`config.mk`:
```
export PLATFORM = sky130hd
export DESIGN_NAME = shuffled_lcg_uniform_generator_top
export DESIGN_NICKNAME = d
export VERILOG_FILES = /design/src/rtl/slg_pkg.sv /design/src/rtl/slg_datapath.sv /design/src/rtl/slg_ctrl.sv /design/src/rtl/shuffled_lcg_uniform_generator_top.sv
export SDC_FILE = /design/constraint.sdc
export NUM_CORES = 2
export LEC_CHECK = 0
export BUFFER_PORTS_ARGS = -buffer_cell sky130_fd_sc_hd__buf_4
export CORE_ASPECT_RATIO = 1.5
export CORE_MARGIN = 3
export CORE_UTILIZATION = 55
export DETAILED_ROUTE_END_ITERATION = 8
export GPL_ROUTABILITY_DRIVEN = 0
export GPL_TIMING_DRIVEN = 0
export HOLD_SLACK_MARGIN = 0.03
export PLACE_DENSITY_LB_ADDON = 0.3
export SYNTH_ARGS = -nofsm -noshare
export SYNTH_HDL_FRONTEND = slang
export SYNTH_SLANG_ARGS = --single-unit
```
`constraint.sdc`:
```
create_clock -name clk -period 17.1 [get_ports clk]
set_clock_uncertainty 0.1 [all_clocks]
set_input_delay 0.855 -clock clk [delete_from_list [all_inputs] [get_ports clk]]
set_output_delay 0.855 -clock clk [all_outputs]
set_load 0.02 [all_outputs]
```
`src/rtl/slg_pkg.sv`:
```
`default_nettype none

package slg_pkg;

	localparam int unsigned WORD_W = 32;
	localparam logic [WORD_W-1:0] LCG_MULT = 32'd1664525;

	typedef enum logic [2:0] {
		S_IDLE,
		S_LOAD,
		S_FILL,
		S_IDX,
		S_RD,
		S_WR
	} slg_state_t;

	typedef struct packed {
		logic ld_seed;
		logic fill;
		logic draw_idx;
		logic draw_rd;
		logic draw_wr;
	} slg_cmd_t;

	typedef struct packed {
		logic fill_last;
		logic out_free;
	} slg_status_t;

endpackage

`default_nettype wire

```
`src/rtl/slg_datapath.sv`:
```
`default_nettype none

module slg_datapath #(
	parameter int unsigned TABLE_SIZE = 97
) (
	input  wire                           clk,
	input  wire                           arst_n,
	input  wire                           cfg_valid,
	input  wire  [slg_pkg::WORD_W-1:0]    cfg_data,
	input  wire  slg_pkg::slg_cmd_t       cmd,
	output slg_pkg::slg_status_t          st,
	output logic                          out_valid,
	input  wire                           out_stall,
	output logic [slg_pkg::WORD_W-1:0]    out_data
);
	import slg_pkg::*;

	localparam int unsigned IW = (TABLE_SIZE > 1) ? $clog2(TABLE_SIZE) : 1;
	localparam int unsigned CW = $clog2(TABLE_SIZE + 1);
	localparam int unsigned PW = WORD_W + CW;
	localparam logic [CW-1:0] TS = CW'(TABLE_SIZE);
	localparam logic [IW-1:0] LAST_IDX = IW'(TABLE_SIZE - 1);

	logic [WORD_W-1:0] seed_q;
	logic [WORD_W-1:0] word_q;
	logic [WORD_W-1:0] last_q;
	logic [IW-1:0]     fill_q;
	logic [IW-1:0]     idx_q;
	logic [WORD_W-1:0] rd_q;
	logic              rd_vld_q;
	logic              out_valid_q;
	logic [WORD_W-1:0] out_data_q;
	logic [TABLE_SIZE-1:0] vld_q;
	logic [WORD_W-1:0] mem [TABLE_SIZE];

	logic [WORD_W-1:0] lcg_w;
	logic [PW-1:0]     prod;
	logic [WORD_W-1:0] draw_val;
	logic              wr_en;
	logic [IW-1:0]     wr_addr;
	logic [WORD_W-1:0] wr_data;

	assign lcg_w    = word_q * LCG_MULT;
	assign prod     = {{CW{1'b0}}, last_q} * {{WORD_W{1'b0}}, TS};
	assign draw_val = rd_vld_q ? rd_q : '0;

	assign wr_en   = cmd.fill | cmd.draw_wr;
	assign wr_addr = cmd.fill ? fill_q : idx_q;
	assign wr_data = cmd.fill ? lcg_w : word_q;

	assign st.fill_last = (fill_q == LAST_IDX);
	assign st.out_free  = ~out_valid_q | ~out_stall;

	assign out_valid = out_valid_q;
	assign out_data  = out_data_q;

	always_ff @(posedge clk or negedge arst_n) begin
		if (!arst_n) begin
			seed_q      <= 32'd1;
			word_q      <= '0;
			last_q      <= '0;
			fill_q      <= '0;
			out_valid_q <= 1'b0;
			vld_q       <= '0;
		end else begin
			if (cfg_valid)
				seed_q <= cfg_data;
			// even seed plus one is the same as setting bit 0
			if (cmd.ld_seed) begin
				word_q <= seed_q | 32'd1;
				fill_q <= '0;
			end
			if (cmd.fill) begin
				word_q <= lcg_w;
				if (st.fill_last)
					last_q <= 32'd1;
				else
					fill_q <= fill_q + 1'b1;
			end
			if (cmd.draw_rd)
				word_q <= lcg_w;
			if (wr_en)
				vld_q[wr_addr] <= 1'b1;
			if (cmd.draw_wr) begin
				last_q      <= draw_val;
				out_valid_q <= 1'b1;
			end else if (out_valid_q && !out_stall) begin
				out_valid_q <= 1'b0;
			end
		end
	end

	always_ff @(posedge clk) begin
		if (cmd.draw_idx)
			idx_q <= prod[WORD_W +: IW];
		if (cmd.draw_rd)
			rd_vld_q <= vld_q[idx_q];
		if (cmd.draw_wr)
			out_data_q <= draw_val;
	end

	// shuffle table, one write and one registered read port
	always_ff @(posedge clk) begin
		if (wr_en)
			mem[wr_addr] <= wr_data;
		rd_q <= mem[idx_q];
	end

	a_wr_gives_out: assert property (@(posedge clk) disable iff (!arst_n)
		cmd.draw_wr |=> out_valid_q)
		else $error("draw write did not present a result");

	a_fill_range: assert property (@(posedge clk) disable iff (!arst_n)
		fill_q <= LAST_IDX)
		else $error("fill counter beyond table");

	a_fill_end_last: assert property (@(posedge clk) disable iff (!arst_n)
		(cmd.fill && st.fill_last) |=> (last_q == 32'd1))
		else $error("last output not set after table fill");

endmodule

`default_nettype wire

```
`src/rtl/slg_ctrl.sv`:
```
`default_nettype none

module slg_ctrl (
	input  wire                      clk,
	input  wire                      arst_n,
	input  wire                      in_valid,
	output logic                     in_stall,
	input  wire                      restart,
	input  wire  slg_pkg::slg_status_t st,
	output slg_pkg::slg_cmd_t        cmd
);
	import slg_pkg::*;

	slg_state_t state_q;
	slg_state_t state_nxt;

	always_ff @(posedge clk or negedge arst_n) begin
		if (!arst_n)
			state_q <= S_IDLE;
		else
			state_q <= state_nxt;
	end

	always_comb begin
		state_nxt = state_q;
		unique case (state_q)
			S_IDLE: begin
				if (in_valid)
					state_nxt = restart ? S_LOAD : S_IDX;
			end
			S_LOAD: state_nxt = S_FILL;
			S_FILL: begin
				if (st.fill_last)
					state_nxt = S_IDX;
			end
			S_IDX: state_nxt = S_RD;
			S_RD:  state_nxt = S_WR;
			S_WR: begin
				if (st.out_free)
					state_nxt = S_IDLE;
			end
			default: state_nxt = S_IDLE;
		endcase
	end

	always_comb begin
		cmd      = '0;
		in_stall = 1'b1;
		unique case (state_q)
			S_IDLE: in_stall = 1'b0;
			S_LOAD: cmd.ld_seed = 1'b1;
			S_FILL: cmd.fill = 1'b1;
			S_IDX:  cmd.draw_idx = 1'b1;
			S_RD:   cmd.draw_rd = 1'b1;
			// hold the result until the output register has room
			S_WR:   cmd.draw_wr = st.out_free;
			default: ;
		endcase
	end

	a_restart_loads: assert property (@(posedge clk) disable iff (!arst_n)
		(in_valid && !in_stall && restart) |=> (state_q == S_LOAD))
		else $error("restart transaction did not load seed");

	a_draw_only: assert property (@(posedge clk) disable iff (!arst_n)
		(in_valid && !in_stall && !restart) |=> (state_q == S_IDX))
		else $error("draw transaction did not start a draw");

	a_wr_needs_room: assert property (@(posedge clk) disable iff (!arst_n)
		cmd.draw_wr |-> st.out_free)
		else $error("result written while output register busy");

endmodule

`default_nettype wire

```
`src/rtl/shuffled_lcg_uniform_generator_top.sv`:
```
// Shuffled multiplicative congruential generator, one 32-bit uniform word per transaction.
// Input channel: in_valid / in_stall with payload restart. A transaction with restart high
// reloads the shuffle table from start_seed (forced odd) before drawing; restart low only draws.
// Output channel: out_valid / out_stall with random_fraction, an unsigned 0.32 fraction.
// Config channel: cfg_valid / cfg_ready (always ready) writes start_seed; write it only while
// no transaction is in flight. start_seed resets to 1.
// Sequence: a draw steps the control sequencer through index multiply, table read and table
// write-back, then returns to idle to take the next transaction. A restart first loads the
// seed and fills the table, one table entry written per cycle through the single table write
// port. The result appears on out_valid the cycle after the write-back.
// The output register holds one result; the next transaction is accepted while it waits, and
// its draw then pauses at write-back until the held result is taken (out_stall low).
// Reset: generator and last output clear to zero and all table entries read as zero until
// written, so draws before the first restart return zero.
`default_nettype none

module shuffled_lcg_uniform_generator_top #(
	parameter int unsigned TABLE_SIZE = 97
) (
	input  wire         clk,
	input  wire         arst_n,
	input  wire         in_valid,
	output logic        in_stall,
	input  wire         restart,
	output logic        out_valid,
	input  wire         out_stall,
	output logic [31:0] random_fraction,
	input  wire         cfg_valid,
	output logic        cfg_ready,
	input  wire  [31:0] start_seed
);
	import slg_pkg::*;

	slg_cmd_t    cmd;
	slg_status_t st;

	assign cfg_ready = 1'b1;

	slg_ctrl u_ctrl (
		.clk      (clk),
		.arst_n   (arst_n),
		.in_valid (in_valid),
		.in_stall (in_stall),
		.restart  (restart),
		.st       (st),
		.cmd      (cmd)
	);

	slg_datapath #(
		.TABLE_SIZE (TABLE_SIZE)
	) u_datapath (
		.clk       (clk),
		.arst_n    (arst_n),
		.cfg_valid (cfg_valid),
		.cfg_data  (start_seed),
		.cmd       (cmd),
		.st        (st),
		.out_valid (out_valid),
		.out_stall (out_stall),
		.out_data  (random_fraction)
	);

endmodule

`default_nettype wire

```
==> results.rst <==
.. list-table::
   :header-rows: 1

   * - Metric
     - Value
   * - Rows
     - around 220
   * - Final Net Count
     - between 7000 and 8000
   * - Setup bufs post-CTS
     - 0
   * - Final instance area
     - 157000 sq um
   * - Category of the worst setup path launch point
     - register
   * - Sequential share of the synthesized area
     - 0.725
   * - Prevailing post-synth register cell
     - edfxtp_1
   * - Endpoint type of the worst setup path
     - register
   * - Avg Vias per Cell
     - 6.70
   * - Async set-reset flop share out of synthesis
     - 0.0601
   * - Maximum number of pins on one net before global-route repair
     - roughly 120
   * - CP required
     - 17.71 ns
   * - Cell with the most instances on the worst path
     - fa_1
   * - Final critical-path share of the clock period
     - 0.463
   * - Actual slew at the worst max-slew pin
     - 1.58 ns
   * - Buffers from clock root to sink, at most
     - 4
   * - Critical path peak fanout
     - 44
   * - H-tree depth
     - 5
   * - Grt ovf
     - 0
   * - Shortest clock period the worst path allows after layout
     - 7.92 ns
   * - Crit path arrival time
     - 8.53 ns
   * - Hold Vio Cnt, Final
     - 0
   * - Post-DP HPWL
     - 268000 microns
   * - CTS clock-pin slew for the worst setup and hold paths
     - 0.06 ns
   * - Hold Path Depth
     - 2
   * - Die ar.
     - between 200000 and 300000 sq um
   * - Number of violations of the max-capacitance limit
     - 4
   * - Setup-failing EPs final
     - 0
   * - Max-Slew Margin vs Limit
     - -0.0548
   * - Syn_nets
     - 6897
   * - Placement Cell Area
     - approximately 150000 sq um
   * - Result of the run
     - complete, but fails checks
   * - Gate Count Post-Synth
     - 6409
   * - Buffers on Ports
     - 70
   * - Max-slew violation count
     - 33
   * - Gr usage total
     - 0.312
   * - Vertical die dimension
     - 620 microns
   * - Library cell contributing the largest single delay on the critical path
     - dfrtp_4
   * - Synthesis Warnings
     - 0
   * - Buf/Inv on CP
     - 6
   * - Detailed-route DRC error count
     - 0
   * - Post-CTS resize count
     - 0
   * - Crit. path cell count
     - 22
   * - Post-DRT Antenna Nets
     - 0
   * - Crit path max-delay family
     - adder cells
   * - Floorplan Core Area
     - between 200000 and 250000 sq um
   * - DIE WIDTH
     - 415 microns
   * - WL per Instance
     - 38.1 microns
   * - Vias post-DR
     - 70707
   * - Root buffer cell
     - clkbuf_16
   * - Worst path cell trace
     - ha_1 -> inv_1 -> fa_1 -> fa_1 -> inv_1 -> fa_1 -> fa_1 -> fa_1 -> inv_1 -> fa_1 -> inv_1 -> ha_1 -> a21o_1 -> a21o_1 -> a21o_1 -> a31o_1 -> or4b_1 -> o21ai_1 -> xnor2_1 -> o21ai_4 -> buf_12 -> buf_16
   * - Number of global-route vias before repair
     - 71923
   * - Unrepaired setup endpoints after global routing
     - false
   * - Synthesized cell area
     - ~140000 sq um
   * - Violations in the final reports
     - capacitance limit, slew limit
   * - Number of synthesized register bits
     - roughly 3400
   * - Type of the worst setup path
     - register to register
   * - Starting density of the core
     - 0.555
   * - CTS Buf Count
     - approximately 300
   * - Achievable frequency
     - 126 MHz
   * - Insertion delay to the later sink of the worst-skew pair
     - 0.87 ns
   * - Antenna violations before repair
     - 57
   * - First-pass iteration count of the detailed router
     - 6
   * - Layout cells sized above 1
     - 0.273
   * - CTS Sinks
     - 3379
   * - FF-to-FF path depth
     - 22
   * - Number of DRC markers after the initial detailed-route iteration
     - 10947
   * - Wire length of the first global-routing pass
     - ~550000 microns
   * - Path category of the worst min-delay check
     - input port to register
   * - Total Wirelength
     - ~400000 microns
   * - Delay of the slowest critical-path stage
     - 0.85 ns
   * - Average cell area after synthesis
     - 21.6 sq um
   * - Area growth from synthesis to final layout
     - 13.7%
   * - I/O pin count
     - 73
   * - TritonCTS clock tree
     - built
   * - Yosys cell types
     - 64
   * - Count of flip-flops with a built-in enable after synthesis
     - 3144
==> layout by cell type, fill, tap and decap left out, drive strengths merged, types with 34 or more instances in the layout <==
master	Yosys	layout
or2	98	98
mux2	66	66
nand2	124	124
inv	389	408
ha	295	295
o21ai	98	98
a22o	34	34
mux4	1023	1023
xnor2	37	37
clkbuf	172	552
buf	119	360
nor2	125	125
fa	155	155
edfxtp	3144	3144
clkinv	0	101
and2	35	35
diode	0	101
dfrtp	203	203
mux2i	35	35
==> Yosys cell counts, drive strengths merged (98+ instances only) <==
library cell | instances | share of area
edfxtp | 3144 | 0.68
mux4 | 1023 | 0.17
inv | 389 | 0.011
ha | 295 | 0.027
dfrtp | 203 | 0.037
clkbuf | 172 | 0.0047
fa | 155 | 0.022
nor2 | 125 | 0.0034
nand2 | 124 | 0.0034
buf | 119 | 0.0044
o21ai | 98 | 0.0035
or2 | 98 | 0.0044
==> metrics by stage <==
step / util / setup slack, ns / std cells / hold slack (ns) / TNS (ns)
finish: 0.631 / 9.18 / 10557 / 0.130 / 0
global route: 0.630 / 8.94 / 10531 / 0.122 / 0
CTS: 0.630 / 9.19 / 10455 / 0.0919 / 0
detailed placement: 0.592 / 9.23 / 9926 / 0.346 / 0
global placement: 0.573 / -1.72 / 9756 / 0.341 / -667.00
floorplan: - / 5.55 / 6409 / 0.328 / 0
==> logic make-up (layout without fill, tap and decap cells) <==
logic type               Yosys count  count (layout)  synth area share
flip-flops                      3379            3379             0.725
adder cells (fa/ha/maj)          450             450            0.0492
other                              1             102         0.0000271
XOR/XNOR                          54              54           0.00342
AO/OA/AOI/OAI                    259             259            0.0121
AND/OR/NAND/NOR                  462             462            0.0164
buffers and inverters            680            1450            0.0197
multiplexers                    1124            1124             0.175
==> what timing repair did <==
item                                   in CTS  in global routing
endpoints found under the hold margin      88                  0
hold buffers                                1                  0
setup endpoints to repair                   0                  0
==> metal layers <==
layer	global-route usage	vias up	share of wire
met1	0.362	37158	0.31
met5	0	-	0.00075
met4	0.229	28	0.088
li1	-	27249	-
met3	0.0719	1268	0.10
met2	0.514	5004	0.50
==> state kept, by name (all words and copies together) (netlist names), 31 cells and up <==
register	flops
u_datapath.rd_q	32
u_datapath.vld_q	97
u_datapath.last_q	32
u_datapath.seed_q	31
u_datapath.out_data	32
u_datapath.word_q	32
u_datapath.mem	3104
==> worst paths after layout <==
check | slack, ns | start | to
min in group asynchronous | 0.43 | arst_n | u_datapath.vld_q[4]
max in group asynchronous | 15.25 | arst_n | u_datapath.word_q[1]
hold / removal | 0.13 | start_seed[4] | u_datapath.seed_q[4]
setup / recovery | 9.18 | u_datapath.word_q[0] | u_datapath.mem[19][31]
hold reg to reg | 0.36 | u_datapath.vld_q[14] | u_datapath.vld_q[14]
setup reg to reg | 9.18 | u_datapath.word_q[0] | u_datapath.mem[19][31]
==> final cells by class <==
type | count | area (sq um)
plain buffers | 291 | 1280
multi-input cells | 2350 | 36400
clock buffers | 380 | 8010
flip-flops and latches | 3379 | 100000
fillers | 16104 | 92000
diodes | 101 | 253
inverters | 389 | 1460
well taps | 3277 | 4100
repair buffers | 242 | 4200
clock inverters | 148 | 1300
Power is left out: the tool's default activity adds up to more than one toggle a clock period on the data nets, which glitch-free logic cannot reach.
